[config.mk]
export PLATFORM = sky130hd
export DESIGN_NAME = disk_request_cscan_scheduler_core_flat
export DESIGN_NICKNAME = d
export VERILOG_FILES = /design/src/sv/csd_pkg.sv /design/src/sv/csd_req_if.sv /design/src/sv/csd_rsp_if.sv /design/src/sv/csd_table_mem.sv /design/src/sv/csd_select.sv /design/src/sv/disk_request_cscan_scheduler_core.sv /design/src/flat_wrapper.sv
export SDC_FILE = /design/constraint.sdc
export NUM_CORES = 1
export LEC_CHECK = 0
export ABC_CLOCK_PERIOD_IN_PS = 11840
export BUFFER_PORTS_ARGS = -buffer_cell sky130_fd_sc_hd__clkbuf_2
export CAP_MARGIN = 20
export CORE_MARGIN = 8
export CORE_UTILIZATION = 50
export CTS_CLUSTER_DIAMETER = 50
export DETAILED_ROUTE_END_ITERATION = 16
export GPL_TIMING_DRIVEN = 1
export PLACE_DENSITY = 0.66
export SYNTH_ARGS = -nofsm -noshare
export SYNTH_HDL_FRONTEND = slang
export SYNTH_SLANG_ARGS = --single-unit
[constraint.sdc]
create_clock -name clk -period 11.84 [get_ports clk]
set_clock_uncertainty 0.05 [all_clocks]
set_input_delay 2.368 -clock clk [delete_from_list [all_inputs] [get_ports clk]]
set_output_delay 2.368 -clock clk [all_outputs]
set_load 0.1 [all_outputs]
[src/sv/csd_pkg.sv]
package csd_pkg;

  localparam int ID_W     = 8;
  localparam int STATUS_W = 2;

  typedef enum logic {
    OP_INSERT = 1'b0,
    OP_PICK   = 1'b1
  } op_t;

  typedef enum logic [STATUS_W-1:0] {
    ST_OK    = 2'd0,
    ST_EMPTY = 2'd1,
    ST_FULL  = 2'd2
  } status_t;

  // control from the sequencer to the candidate selector
  typedef struct packed {
    logic clear;
    logic sample;
  } scan_ctl_t;

endpackage

[src/sv/csd_req_if.sv]
interface csd_req_if #(
  parameter int TRACK_W = 10,
  parameter int BLOCK_W = 5
);
  logic                     valid;
  logic                     ready;
  logic                     op;
  logic [csd_pkg::ID_W-1:0] req_id;
  logic [TRACK_W-1:0]       track;
  logic [BLOCK_W-1:0]       blocks;

  modport source (output valid, op, req_id, track, blocks, input ready);
  modport sink   (input valid, op, req_id, track, blocks, output ready);
endinterface

[src/sv/csd_rsp_if.sv]
interface csd_rsp_if #(
  parameter int TRACK_W = 10,
  parameter int BLOCK_W = 5
);
  logic                         valid;
  logic                         ready;
  logic [csd_pkg::STATUS_W-1:0] status;
  logic                         granted;
  logic [csd_pkg::ID_W-1:0]     out_id;
  logic [TRACK_W-1:0]           out_track;
  logic [BLOCK_W-1:0]           out_blocks;

  modport source (output valid, status, granted, out_id, out_track, out_blocks,
                  input ready);
  modport sink   (input valid, status, granted, out_id, out_track, out_blocks,
                  output ready);
endinterface

[src/sv/csd_table_mem.sv]
module csd_table_mem #(
  parameter int DEPTH = 16,
  parameter int DW    = 27,
  parameter int AW    = 4
) (
  input  logic          clk,
  input  logic          we,
  input  logic [AW-1:0] waddr,
  input  logic [DW-1:0] wdata,
  input  logic          re,
  input  logic [AW-1:0] raddr,
  output logic [DW-1:0] rdata
);

  logic [DW-1:0] mem [DEPTH];

  always_ff @(posedge clk) begin
    if (we) begin
      mem[waddr] <= wdata;
    end
  end

  always_ff @(posedge clk) begin
    if (re) begin
      rdata <= mem[raddr];
    end
  end

endmodule

[src/sv/csd_select.sv]
module csd_select #(
  parameter int IDX_W = 4,
  parameter int TW    = 10,
  parameter int AW    = 4,
  parameter int HW    = 11
) (
  input  logic               clk,
  input  logic               rst,
  input  csd_pkg::scan_ctl_t ctl,
  input  logic [IDX_W-1:0]   idx,
  input  logic [TW-1:0]      trk,
  input  logic [AW-1:0]      age,
  input  logic [HW-1:0]      head,
  input  logic               head_known,
  output logic               found,
  output logic [IDX_W-1:0]   pick
);

  logic             above_ok;
  logic [IDX_W-1:0] old_idx, ab_idx, lo_idx;
  logic [AW-1:0]    old_age, ab_age, lo_age;
  logic [TW-1:0]    ab_trk, lo_trk;

  logic is_above, take_old, take_ab, take_lo;

  always_comb begin
    is_above = HW'(trk) > head;
    take_old = !found || age > old_age;
    // equal track: smaller age means newer, which wins
    take_ab  = is_above &&
               (!above_ok || trk < ab_trk || (trk == ab_trk && age < ab_age));
    take_lo  = !found || trk < lo_trk || (trk == lo_trk && age < lo_age);
  end

  always_ff @(posedge clk) begin
    if (rst || ctl.clear) begin
      found    <= 1'b0;
      above_ok <= 1'b0;
    end else if (ctl.sample) begin
      found <= 1'b1;
      if (take_old) begin
        old_idx <= idx;
        old_age <= age;
      end
      if (take_ab) begin
        above_ok <= 1'b1;
        ab_idx   <= idx;
        ab_trk   <= trk;
        ab_age   <= age;
      end
      if (take_lo) begin
        lo_idx <= idx;
        lo_trk <= trk;
        lo_age <= age;
      end
    end
  end

  assign pick = !head_known ? old_idx : (above_ok ? ab_idx : lo_idx);

endmodule

[src/sv/disk_request_cscan_scheduler_core.sv]
// C-SCAN pending-request table for one disk unit. An insert stores id, track
// and block count in the first free slot (status full when none is free); a
// pick returns the oldest request until a head position exists, then the
// nearest track above the head, else the lowest track, newest request on a
// tie, and moves the head to track + blocks - 1. Entries sit in a synchronous
// RAM with one read and one write port that the sequencer sweeps one entry per
// cycle. An insert runs an age sweep over the stored entries, then writes the new
// one; a pick runs a selection sweep, re-reads the winner and runs an age fix-up
// sweep; a full insert or empty pick goes straight to the response. The next
// request can be taken in the same cycle as the response is offered, while that
// response may still wait; a response held back by the receiver holds up the one behind it.
module disk_request_cscan_scheduler_core #(
  parameter int TABLE_DEPTH = 16,
  parameter int MAX_BLOCKS  = 16,
  parameter int TRACK_COUNT = 1024
) (
  input logic      clk,
  input logic      rst,
  csd_req_if.sink  req,
  csd_rsp_if.source rsp
);

  localparam int IDX_W = (TABLE_DEPTH > 1) ? $clog2(TABLE_DEPTH) : 1;
  localparam int AW    = IDX_W;
  localparam int TW    = (TRACK_COUNT > 1) ? $clog2(TRACK_COUNT) : 1;
  localparam int BW    = $clog2(MAX_BLOCKS + 1);
  localparam int HW    = ((TW > BW) ? TW : BW) + 1;
  localparam int DW    = csd_pkg::ID_W + TW + BW + AW;

  typedef enum logic [7:0] {
    S_IDLE      = 8'b0000_0001,
    S_INS_SCAN  = 8'b0000_0010,
    S_INS_WRITE = 8'b0000_0100,
    S_PICK_SCAN = 8'b0000_1000,
    S_PICK_READ = 8'b0001_0000,
    S_PICK_GET  = 8'b0010_0000,
    S_PICK_DEC  = 8'b0100_0000,
    S_RESP      = 8'b1000_0000
  } state_t;

  state_t state;

  logic [TABLE_DEPTH-1:0]   valid;
  logic [IDX_W:0]           cnt;
  logic                     rd_act;
  logic [IDX_W-1:0]         rd_idx;
  logic [IDX_W-1:0]         slot;
  logic [HW-1:0]            head;
  logic                     head_known;
  logic [AW-1:0]            pick_age;
  logic [csd_pkg::ID_W-1:0] in_id;
  logic [TW-1:0]            in_trk;
  logic [BW-1:0]            in_blk;

  logic [csd_pkg::STATUS_W-1:0] pend_status;
  logic                         pend_granted;
  logic [csd_pkg::ID_W-1:0]     pend_id;
  logic [TW-1:0]                pend_track;
  logic [BW-1:0]                pend_blocks;

  logic                         out_valid;
  logic [csd_pkg::STATUS_W-1:0] out_status;
  logic                         out_granted;
  logic [csd_pkg::ID_W-1:0]     out_id;
  logic [TW-1:0]                out_track;
  logic [BW-1:0]                out_blocks;

  // memory ports
  logic             mem_we, mem_re;
  logic [IDX_W-1:0] mem_waddr, mem_raddr;
  logic [DW-1:0]    mem_wdata, mem_rdata;

  logic [csd_pkg::ID_W-1:0] w_id;
  logic [TW-1:0]            w_trk;
  logic [BW-1:0]            w_cnt;
  logic [AW-1:0]            w_age;

  logic               scan_state, scan_issue, scan_done, hit, full, empty;
  logic [IDX_W-1:0]   free_slot, pick;
  logic               found;
  logic [HW-1:0]      end_sum;
  csd_pkg::scan_ctl_t ctl;

  assign w_id  = mem_rdata[DW-1 -: csd_pkg::ID_W];
  assign w_trk = mem_rdata[AW+BW +: TW];
  assign w_cnt = mem_rdata[AW +: BW];
  assign w_age = mem_rdata[AW-1:0];

  assign full  = &valid;
  assign empty = ~|valid;

  always_comb begin
    free_slot = '0;
    for (int i = TABLE_DEPTH - 1; i >= 0; i--) begin
      if (!valid[i]) free_slot = IDX_W'(i);
    end
  end

  assign scan_state = (state == S_INS_SCAN) || (state == S_PICK_SCAN) ||
                      (state == S_PICK_DEC);
  assign scan_issue = scan_state && (cnt < (IDX_W + 1)'(TABLE_DEPTH));
  assign scan_done  = !scan_issue && !rd_act;
  assign hit        = rd_act && valid[rd_idx];
  assign end_sum    = HW'(w_trk) + HW'(w_cnt);

  always_comb begin
    mem_re    = scan_issue || (state == S_PICK_READ);
    mem_raddr = (state == S_PICK_READ) ? pick : cnt[IDX_W-1:0];
    mem_we    = 1'b0;
    mem_waddr = rd_idx;
    mem_wdata = {w_id, w_trk, w_cnt, w_age};
    case (state)
      S_INS_SCAN: begin
        mem_we    = hit;
        mem_wdata = {w_id, w_trk, w_cnt, w_age + AW'(1)};
      end
      S_INS_WRITE: begin
        mem_we    = 1'b1;
        mem_waddr = slot;
        mem_wdata = {in_id, in_trk, in_blk, AW'(0)};
      end
      S_PICK_DEC: begin
        // close the gap left by the removed entry
        mem_we    = hit && (w_age > pick_age);
        mem_wdata = {w_id, w_trk, w_cnt, w_age - AW'(1)};
      end
      default: begin
        mem_we = 1'b0;
      end
    endcase
  end

  assign ctl.clear  = (state == S_IDLE) && req.valid &&
                      (req.op == csd_pkg::OP_PICK);
  assign ctl.sample = (state == S_PICK_SCAN) && hit;

  csd_table_mem #(
    .DEPTH (TABLE_DEPTH),
    .DW    (DW),
    .AW    (IDX_W)
  ) u_mem (
    .clk   (clk),
    .we    (mem_we),
    .waddr (mem_waddr),
    .wdata (mem_wdata),
    .re    (mem_re),
    .raddr (mem_raddr),
    .rdata (mem_rdata)
  );

  csd_select #(
    .IDX_W (IDX_W),
    .TW    (TW),
    .AW    (AW),
    .HW    (HW)
  ) u_select (
    .clk        (clk),
    .rst        (rst),
    .ctl        (ctl),
    .idx        (rd_idx),
    .trk        (w_trk),
    .age        (w_age),
    .head       (head),
    .head_known (head_known),
    .found      (found),
    .pick       (pick)
  );

  always_ff @(posedge clk) begin
    if (rst) begin
      state      <= S_IDLE;
      valid      <= '0;
      rd_act     <= 1'b0;
      cnt        <= '0;
      head       <= '0;
      head_known <= 1'b0;
      out_valid  <= 1'b0;
    end else begin
      if ((state != S_RESP) && out_valid && rsp.ready) out_valid <= 1'b0;

      if (scan_state) begin
        rd_act <= scan_issue;
        rd_idx <= cnt[IDX_W-1:0];
        if (scan_issue) cnt <= cnt + 1'b1;
      end

      case (state)
        S_IDLE: begin
          if (req.valid) begin
            in_id        <= req.req_id;
            in_trk       <= req.track;
            in_blk       <= req.blocks;
            cnt          <= '0;
            rd_act       <= 1'b0;
            pend_granted <= 1'b0;
            pend_id      <= '0;
            pend_track   <= '0;
            pend_blocks  <= '0;
            if (req.op == csd_pkg::OP_INSERT) begin
              if (full) begin
                pend_status <= csd_pkg::ST_FULL;
                state       <= S_RESP;
              end else begin
                slot  <= free_slot;
                state <= S_INS_SCAN;
              end
            end else begin
              if (empty) begin
                pend_status <= csd_pkg::ST_EMPTY;
                state       <= S_RESP;
              end else begin
                state <= S_PICK_SCAN;
              end
            end
          end
        end
        S_INS_SCAN: begin
          if (scan_done) state <= S_INS_WRITE;
        end
        S_INS_WRITE: begin
          valid[slot] <= 1'b1;
          pend_status <= csd_pkg::ST_OK;
          state       <= S_RESP;
        end
        S_PICK_SCAN: begin
          if (scan_done) state <= S_PICK_READ;
        end
        S_PICK_READ: begin
          state <= S_PICK_GET;
        end
        S_PICK_GET: begin
          pend_status  <= csd_pkg::ST_OK;
          pend_granted <= found;
          pend_id      <= w_id;
          pend_track   <= w_trk;
          pend_blocks  <= w_cnt;
          pick_age     <= w_age;
          valid[pick]  <= 1'b0;
          head         <= (end_sum == '0) ? '0 : end_sum - 1'b1;
          head_known   <= 1'b1;
          cnt          <= '0;
          rd_act       <= 1'b0;
          state        <= S_PICK_DEC;
        end
        S_PICK_DEC: begin
          if (scan_done) state <= S_RESP;
        end
        S_RESP: begin
          if (!out_valid || rsp.ready) begin
            out_valid   <= 1'b1;
            out_status  <= pend_status;
            out_granted <= pend_granted;
            out_id      <= pend_id;
            out_track   <= pend_track;
            out_blocks  <= pend_blocks;
            state       <= S_IDLE;
          end
        end
        default: begin
          state <= S_IDLE;
        end
      endcase
    end
  end

  assign req.ready      = (state == S_IDLE);
  assign rsp.valid      = out_valid;
  assign rsp.status     = out_status;
  assign rsp.granted    = out_granted;
  assign rsp.out_id     = out_id;
  assign rsp.out_track  = out_track;
  assign rsp.out_blocks = out_blocks;

endmodule

[src/flat_wrapper.sv]
// flat-port wrapper written by rule: the top's interface ports become plain ports
module disk_request_cscan_scheduler_core_flat 
#(
  parameter int TABLE_DEPTH = 16,
  parameter int MAX_BLOCKS  = 16,
  parameter int TRACK_COUNT = 1024
)
  (clk, rst, req_valid, req_op, req_req_id, req_track, req_blocks, req_ready, rsp_valid, rsp_status, rsp_granted, rsp_out_id, rsp_out_track, rsp_out_blocks, rsp_ready);
  csd_req_if #(.TRACK_W((10)), .BLOCK_W((5))) req_i ();
  csd_rsp_if #(.TRACK_W((10)), .BLOCK_W((5))) rsp_i ();
  input logic clk;
  input logic rst;
  input wire logic [$bits(req_i.valid)-1:0] req_valid;
  input wire logic [$bits(req_i.op)-1:0] req_op;
  input wire logic [$bits(req_i.req_id)-1:0] req_req_id;
  input wire logic [$bits(req_i.track)-1:0] req_track;
  input wire logic [$bits(req_i.blocks)-1:0] req_blocks;
  output wire logic [$bits(req_i.ready)-1:0] req_ready;
  output wire logic [$bits(rsp_i.valid)-1:0] rsp_valid;
  output wire logic [$bits(rsp_i.status)-1:0] rsp_status;
  output wire logic [$bits(rsp_i.granted)-1:0] rsp_granted;
  output wire logic [$bits(rsp_i.out_id)-1:0] rsp_out_id;
  output wire logic [$bits(rsp_i.out_track)-1:0] rsp_out_track;
  output wire logic [$bits(rsp_i.out_blocks)-1:0] rsp_out_blocks;
  input wire logic [$bits(rsp_i.ready)-1:0] rsp_ready;
  assign req_i.valid = req_valid;
  assign req_i.op = req_op;
  assign req_i.req_id = req_req_id;
  assign req_i.track = req_track;
  assign req_i.blocks = req_blocks;
  assign req_ready = req_i.ready;
  assign rsp_valid = rsp_i.valid;
  assign rsp_status = rsp_i.status;
  assign rsp_granted = rsp_i.granted;
  assign rsp_out_id = rsp_i.out_id;
  assign rsp_out_track = rsp_i.out_track;
  assign rsp_out_blocks = rsp_i.out_blocks;
  assign rsp_i.ready = rsp_ready;
  disk_request_cscan_scheduler_core #(.TABLE_DEPTH(TABLE_DEPTH), .MAX_BLOCKS(MAX_BLOCKS), .TRACK_COUNT(TRACK_COUNT)) u_core (.clk(clk), .rst(rst), .req(req_i), .rsp(rsp_i));
endmodule
==> results.txt, run 1 <==
----------------------------------------------------
[Outcome]
  Status ... finished, final reports clean

[STA]
  Period utilization ... 0.405
  Unrepaired setup endpoints after global routing ... no
  Slew at the pin closest to its max-slew limit ... between 1 and 1.5 ns
  Final setup violation count ... 0
  Relative max-transition margin ... 0.215
  Fmax achieved ... 0.209 GHz
  Number of hold violations in the final report ... 0
  Max-slew violation count ... 0
  Setup TNS after final layout ... 0 ns
  Min cycle time layout ... 4.80 ns
  Setup WS post-layout ... 7.04 ns

[Clock tree]
  Clock Pin Slew Worst Setup and Hold Paths ... 0.06 ns
  Number of gates resized after cts ... 0
  Buffer cell driving the clock tree root ... sky130_fd_sc_hd__clkbuf_16
  Number of hold buffers added after cts ... 0
  CTS buffer count ... 69
  Number of buffers added for setup after CTS ... 0
  Maximum level of the CTS H-tree ... 3
  Number of clock sinks seen by CTS ... 635
  Clock insertion delay at the later pin of the skew report ... 0.60 ns
  TritonCTS clock tree ... done
  Max Root-Sink Buffers ... 3

[Detailed routing]
  Mean number of vias per cell ... 5.86
  Routed length per instance ... 23.6 um
  Number of violations reported at the end of detailed-routing iteration 0 ... 1290
  Final routed DRC violation total ... 0
  Router iterations before antenna repair ... 5
  Number of vias after detailed routing ... roughly 15000
  Post-DRT Antenna Nets ... 0
  Final Routed Wirelength ... 61.6 mm

[Pwr]
  Net switching power ... 1.11 mW
  Worst voltage drop across the vdd grid ... ~0.000098 V
  Leakage ... 11.1 nW
  P_int ... 3.80 mW
  Combinational cell fraction of total power ... 0.063
  Relative contribution of the clock network to total power ... 0.419
  Sequential share of power ... 0.518
  Switching power share of the total ... 0.226
  P per Cell Area ... approximately 160 nW/um2

[Floorplan]
  Chip Width ... 247 um
  Site row count ... 84
  Starting Density ... 0.506
  Die outline area ... a little over 60000 um2
  Area of the core ... 52700 um2
  I/O Pins ... 56
  Die Height ... 247 um

[Global route]
  Via count of the first global-routing pass ... 15300
  Global route overflow ... 0
  Wire length of the first global-routing pass ... just over 90 mm
  Number of antenna violations at the first check in global routing ... 1
  GR Util All Layers ... 0.202
  Pin count of the biggest net entering global routing ... 217

[Worst setup path]
  Worst Reg2Reg Path Length in Cells ... 8
  Startpoint-to-endpoint class of the critical path ... reg2out
  Setup slack of the most critical reg-to-reg path ... 7.25 ns
  Endpoint arrival time on the critical path ... 2.38 ns
  Worst endpoint required time ... 9.42 ns
  Endpoint of the lowest-slack register-to-register path ... u_core.u_mem.rdata[13]$_DFFE_PP_
  Worst Setup End Kind ... output port
  Startpoint types ... flop
  Worst Setup SP ... u_core.state[1]$_SDFFE_PP0P_
  Startpoint of the worst-slack reg-to-reg timing path ... u_core.state[1]$_SDFFE_PP0P_
  Maximum fanout along the worst path ... 6

[Worst hold path]
  Type of the worst min-delay path ... reg2reg
  Origin of the worst min-delay path ... u_core.pend_track[6]$_SDFFCE_PN0P_
  Hold worst-path end ... u_core.rsp.out_track[6]$_DFFE_PP_
  Number of instances on the worst hold path ... 0

[Synthesis]
  Post-synthesis cell area ... 26600 um2
  Post-synth EDFFs ... 590
  Synth Instances ... roughly 1800
  Primary flip-flop cell chosen by synthesis mapping ... sky130_fd_sc_hd__edfxtp_1
  Synth async-reset ratio ... 0
  FF+latch count, synth ... 635
  Sequential cell area fraction in the yosys report ... 0.699
  Total of warnings raised by yosys ... 0
  Post-Syn Nets ... 1876
  Post-synthesis cell type count ... 68
  Post-synthesis area per instance ... 14.9 um2

[Placed design]
  Routability cong. ... 0.860
  Worst setup slack after placement ... 7.17 ns
  Cell area after placement ... 27800 um2
  Hpwl dp ... 33.2 mm
  Count of buffers from port buffering ... 55
  Number of instances in the placed design ... 2491

[Layout]
  Fin nets ... 1958
  Final standard cell utilization of the core ... 0.569
  Non-filler instance count after layout ... 2615
  Design Area, Final ... 30000 um2
  Fraction of layout cells with a size suffix above 1 ... 0.174
  Fillers ... 4118
  Layout Area Growth over Synthesis ... 12.5%

[Flow run]
  Maximum Capacitance Violations ... 0

----------------------------------------------------
[stage by stage]
stage / hold WS (ns) / power [mW]
global route: 0.377 / 5.06
finish: 0.362 / 4.91
detailed placement: 0.355 / 2.90
CTS: 0.367 / 4.94
floorplan: 0.350 / 2.81
global placement: 0.351 / 2.89
[worst max-delay path: stages (launching register included)]
cell and delay (ns):
sky130_fd_sc_hd__dfxtp_1 0.39, sky130_fd_sc_hd__nor4_4 0.45, sky130_fd_sc_hd__nand4b_1 0.28, sky130_fd_sc_hd__inv_1 0.19, sky130_fd_sc_hd__clkbuf_2 0.48
[synth_stat cells (all sizes together), types with 16 or more instances]
| master | n | share of area |
|---|---|---|
| dfxtp | 45 | 0.034 |
| mux2i | 116 | 0.044 |
| and2 | 26 | 0.0061 |
| o21ai | 23 | 0.0043 |
| edfxtp | 590 | 0.66 |
| a21oi | 53 | 0.010 |
| inv | 57 | 0.0080 |
| clkbuf | 38 | 0.0054 |
| a21o | 16 | 0.0045 |
| buf | 44 | 0.011 |
| nand2 | 203 | 0.029 |
| nand3 | 17 | 0.0032 |
| o211ai | 112 | 0.032 |
| nand4 | 40 | 0.0094 |
| mux2 | 108 | 0.046 |
| nor3 | 21 | 0.0039 |
| nor2 | 83 | 0.012 |
| ha | 54 | 0.025 |
[kinds of logic after synthesis]
group | synth area share
compound gates | 0.0724
buf+inv | 0.0243
flops | 0.699
xor+xnor | 0.00592
simple gates | 0.0780
mux | 0.0939
fa+ha+maj | 0.0269
[state kept, by name, summed over array words and instances, names as in the netlist, 11 cells and up]
signal	count
u_core.u_mem.mem	432
u_core.head	11
u_core.valid	16
u_core.u_mem.rdata	27
[worst max-delay path by stage]
stage / endpoint / slack [ns] / cells after the start
detailed placement: u_core.u_select.lo_trk[3]$_DFFE_PP_ / 7.17 / 5
CTS: req_ready / 7.05 / 4
global route: req_ready / 6.92 / 4
global placement: u_core.u_select.lo_trk[3]$_DFFE_PP_ / 7.24 / 5
finish: req_ready / 7.04 / 4
floorplan: u_core.rsp.granted$_DFFE_PP_ / 6.76 / 3
[power groups by stage]
stage	Sequential [mW]	Clock [mW]	Combinational [mW]
final	2.54	2.05	0.310
after CTS	2.54	2.09	0.309
after global placement	2.59	0	0.299
after detailed placement	2.59	0	0.307
after floorplan	2.59	0	0.219
after global routing	2.55	2.18	0.338
[routing by layer]
metal	global-route usage	routed length (um)
met1	0.276	27000
met2	0.326	29400
met3	0.0330	3690
met4	0.0686	1520
met5	0	0
[layout make-up]
class / count / area, um2 / share of cell area
Inverter: 57 / 214 / 0.00714
Clock inverter: 34 / 285 / 0.00952
Clock buffer: 89 / 1860 / 0.0622
Sequential cell: 635 / 18600 / 0.621
Timing Repair Buffer: 93 / 586 / 0.0195
Antenna cell: 1 / 2.50 / 0.0000835
Multi-Input combinational cell: 1018 / 7550 / 0.252
Tap cell: 688 / 861 / 0.0287
[placed cells by master, fill, tap and decap left out, types with 6 or more instances in the layout]
cell                        count
sky130_fd_sc_hd__nand4b_1       8
sky130_fd_sc_hd__a31oi_1        7
sky130_fd_sc_hd__inv_6          8
sky130_fd_sc_hd__mux2i_1      115
sky130_fd_sc_hd__o21a_1         8
sky130_fd_sc_hd__a21o_1        16
sky130_fd_sc_hd__nor2_1        66
sky130_fd_sc_hd__nand3_1       17
sky130_fd_sc_hd__xnor2_1       13
sky130_fd_sc_hd__a211oi_1      11
sky130_fd_sc_hd__clkinv_2      10
sky130_fd_sc_hd__nand2_1      203
sky130_fd_sc_hd__nand2b_1       8
sky130_fd_sc_hd__nor2_4        17
sky130_fd_sc_hd__and3_1         6
sky130_fd_sc_hd__o211ai_1     112
sky130_fd_sc_hd__nand4_1       40
sky130_fd_sc_hd__clkbuf_2      55
sky130_fd_sc_hd__clkinv_1      10
sky130_fd_sc_hd__dfxtp_1       45
sky130_fd_sc_hd__a21boi_0       6
sky130_fd_sc_hd__ha_1          54
sky130_fd_sc_hd__nor3_1        19
sky130_fd_sc_hd__mux2_2       106
sky130_fd_sc_hd__clkbuf_1      16
sky130_fd_sc_hd__edfxtp_1     590
sky130_fd_sc_hd__nor2b_1        6
sky130_fd_sc_hd__nor4_1         6
sky130_fd_sc_hd__inv_1         57
sky130_fd_sc_hd__nor3b_1        6
sky130_fd_sc_hd__and2_1        25
sky130_fd_sc_hd__buf_4         36
sky130_fd_sc_hd__clkbuf_16     71
sky130_fd_sc_hd__o21ai_0       21
sky130_fd_sc_hd__a21oi_1       50
No activity file was read; power rests on OpenSTA's default activity.
==> run 2, diff against run 1 <==
- ABC_CLOCK_PERIOD_IN_PS: 11840 -> 4500
- clock period: 11.84 -> 4.5 ns (I/O delays scaled with it)
==> run 2 against run 1 <==
  * Worst setup slack got worse by 6.3 ns
  * Count of clock-buffer cells in the layout fell by 9
  * Utilization rose by 0.23 points
  * Sequential cell count did not move
  * Sequential power rose to 2.6 times the previous value
  * Die area did not move
  * Design area rose by 0.40%
  * Global-route usage rose by 0.66 points
  * Sequential share of layout area fell by 0.25 points
  * Clock power rose to 2.6 times the previous value
  * Via count rose by 1.2%
  * Largest cell class unchanged
==> results.txt, run 2 (synthesis gave the netlist of run 1 again) <==
----------------------------------------------------
[Global route]
  Number of antenna violations at the first check in global routing ... 1
  Pin count of the biggest net entering global routing ... 118
  Wire length of the first global-routing pass ... 95.7 mm
  Global route overflow ... 0
  GR Util All Layers ... 0.208
  Via count of the first global-routing pass ... around 15000

[Pwr]
  Switching power share of the total ... 0.229
  Worst voltage drop across the vdd grid ... 0.000275 V
  P_int ... between 9 and 10 mW
  P per Cell Area ... 428 nW/um2
  Power after layout ... 12.9 mW
  Sequential share of power ... 0.519
  Net switching power ... just under 3 mW
  Leakage ... 11.1 nW
  Relative contribution of the clock network to total power ... 0.411
  Combinational cell fraction of total power ... 0.070

[Worst setup path]
  Endpoint of the lowest-slack register-to-register path ... u_core.u_mem.mem[11][24]$_DFFE_PP_
  Delay of the slowest critical-path stage ... 0.92 ns
  Startpoint-to-endpoint class of the critical path ... reg2reg
  Cell-by-cell listing of the critical path ... nor4_4 > nand4b_1 > buf_4 > a41oi_1 > o21ai_0 > a211oi_1 > a32oi_1 > nor2_4
  Worst Setup End Kind ... flop
  Slowest CP cell ... sky130_fd_sc_hd__nor2_4
  Worst Reg2Reg Path Length in Cells ... 8
  Startpoint types ... flop
  Startpoint of the worst-slack reg-to-reg timing path ... u_core.state[1]$_SDFFE_PP0P_
  Endpoint arrival time on the critical path ... 3.87 ns
  Worst endpoint required time ... 4.66 ns
  Setup slack of the most critical reg-to-reg path ... 0.79 ns
  Maximum fanout along the worst path ... 27

[Layout]
  Most common library cell in the layout ignoring fill and taps ... sky130_fd_sc_hd__edfxtp_1
  Non-filler instance count after layout ... 2619
  Largest Register ... u_core.u_mem.mem
  Max FFs per register ... between 400 and 500
  Largest registers in the final layout ... u_core.u_mem.mem x432, u_core.u_mem.rdata x27, u_core.valid x16
  Fin nets ... 1965
  Design Area, Final ... 30100 um2
  Fraction of layout cells with a size suffix above 1 ... 0.176
  Final standard cell utilization of the core ... 0.572
  Layout Area Growth over Synthesis ... 12.9%
  Commonest cells after routing, fill and taps aside ... 590 x sky130_fd_sc_hd__edfxtp_1, 203 x sky130_fd_sc_hd__nand2_1, 115 x sky130_fd_sc_hd__mux2i_1

[STA]
  Slew at the pin closest to its max-slew limit ... 1.14 ns
  Min cycle time layout ... roughly 3.7 ns
  Number of hold violations in the final report ... 0
  Setup WS post-layout ... 0.792 ns
  Relative max-transition margin ... 0.243
  Period utilization ... 0.824
  Setup TNS after final layout ... 0 ns
  Final setup violation count ... 0
  Fmax achieved ... 0.270 GHz
  Final hold slack ... 0.368 ns
  Max-slew violation count ... 0
  Unrepaired setup endpoints after global routing ... no

[Worst hold path]
  Origin of the worst min-delay path ... u_core.pend_track[4]$_SDFFCE_PN0P_
  Number of instances on the worst hold path ... 0
  Type of the worst min-delay path ... reg2reg
  Hold worst-path end ... u_core.rsp.out_track[4]$_DFFE_PP_

[Floorplan]
  Starting Density ... 0.506
  Site row count ... 84
  I/O Pins ... 56
  Chip Width ... 247 um
  Die outline area ... 60900 um2
  Die Height ... ~250 um
  Area of the core ... 52700 um2

[Clock tree]
  Clock Pin Slew Worst Setup and Hold Paths ... 0.06 ns
  CTS buffer count ... 68
  Number of hold buffers added after cts ... 0
  Number of gates resized after cts ... 0
  Number of clock sinks seen by CTS ... 635
  Buffer cell driving the clock tree root ... sky130_fd_sc_hd__clkbuf_16
  Maximum level of the CTS H-tree ... 3
  TritonCTS clock tree ... done
  Number of buffers added for setup after CTS ... 0
  Max Root-Sink Buffers ... 3
  Clock insertion delay at the later pin of the skew report ... ~0.6 ns

[Detailed routing]
  Number of violations reported at the end of detailed-routing iteration 0 ... 1597
  Router iterations before antenna repair ... 5
  Number of vias after detailed routing ... 15500
  Post-DRT Antenna Nets ... 0
  Mean number of vias per cell ... 5.92
  Final Routed Wirelength ... 63.7 mm
  Routed length per instance ... roughly 24 um
  Final routed DRC violation total ... 0

[Placed design]
  Number of instances in the placed design ... 2498
  Cell area after placement ... 28000 um2
  Hpwl dp ... 41.7 mm
  Count of buffers from port buffering ... between 50 and 60
  Routability cong. ... between 0.8 and 0.9
  Worst setup slack after placement ... 0.897 ns

[Flow run]
  Maximum Capacitance Violations ... 0

[Outcome]
  Status ... finished, final reports clean

----------------------------------------------------
[run 2: changes by cell type in the layout (fill, tap and decap cells not counted), moves of 5 or more]
cell,delta
sky130_fd_sc_hd__buf_12,+6
sky130_fd_sc_hd__clkbuf_1,-5
sky130_fd_sc_hd__clkinv_1,+5
sky130_fd_sc_hd__inv_6,-5
[run 2: worst max-delay path by stage]
stage	start	end	cells past startpoint
3_3_place_gp	u_core.u_mem.rdata[1]$_DFFE_PP_	u_core.u_mem.mem[11][26]$_DFFE_PP_	8
4_1_cts	u_core.state[1]$_SDFFE_PP0P_	u_core.u_mem.mem[11][22]$_DFFE_PP_	8
5_1_grt	u_core.state[1]$_SDFFE_PP0P_	u_core.u_mem.mem[11][24]$_DFFE_PP_	8
2_1_floorplan	u_core.state[1]$_SDFFE_PP0P_	u_core.u_mem.rdata[0]$_DFFE_PP_	4
6_report	u_core.state[1]$_SDFFE_PP0P_	u_core.u_mem.mem[11][24]$_DFFE_PP_	8
3_5_place_dp	u_core.state[6]$_SDFFE_PP0P_	u_core.u_mem.mem[11][10]$_DFFE_PP_	6
[run 2: layout make-up]
class,count,area [um2]
inverter,57,214
clock inverter,39,322
clock buffer,80,1770
fill,4015,22600
sequential,635,18600
timing repair buffer,101,761
antenna,1,2.50
multi-input combinational,1018,7550
tap,688,861
[run 2: critical path, delay by kind of cell (launching register included)]
family | cells | cell delay (ns)
AND/OR/NAND/NOR | 3 | 1.52
AO/OA/AOI/OAI | 4 | 1.17
flip-flops | 1 | 0.38
buffers and inverters | 1 | 0.19
[run 2: layer usage]
metal | up-vias | GRT usage | share of wire
met5 | - | 0 | 0
met4 | 0 | 0.0632 | 0.025
met3 | 95 | 0.0409 | 0.068
met2 | 565 | 0.322 | 0.46
met1 | 7798 | 0.297 | 0.45
li1 | 7045 | - | -
[run 2: power groups by stage]
stage / registers (mW) / logic [mW] / clock network [mW]
2_1_floorplan: 6.81 / 0.576 / 0
5_1_grt: 6.70 / 0.963 / 5.58
6_report: 6.69 / 0.897 / 5.29
4_1_cts: 6.69 / 0.896 / 5.36
3_5_place_dp: 6.81 / 0.892 / 0
3_3_place_gp: 6.81 / 0.872 / 0
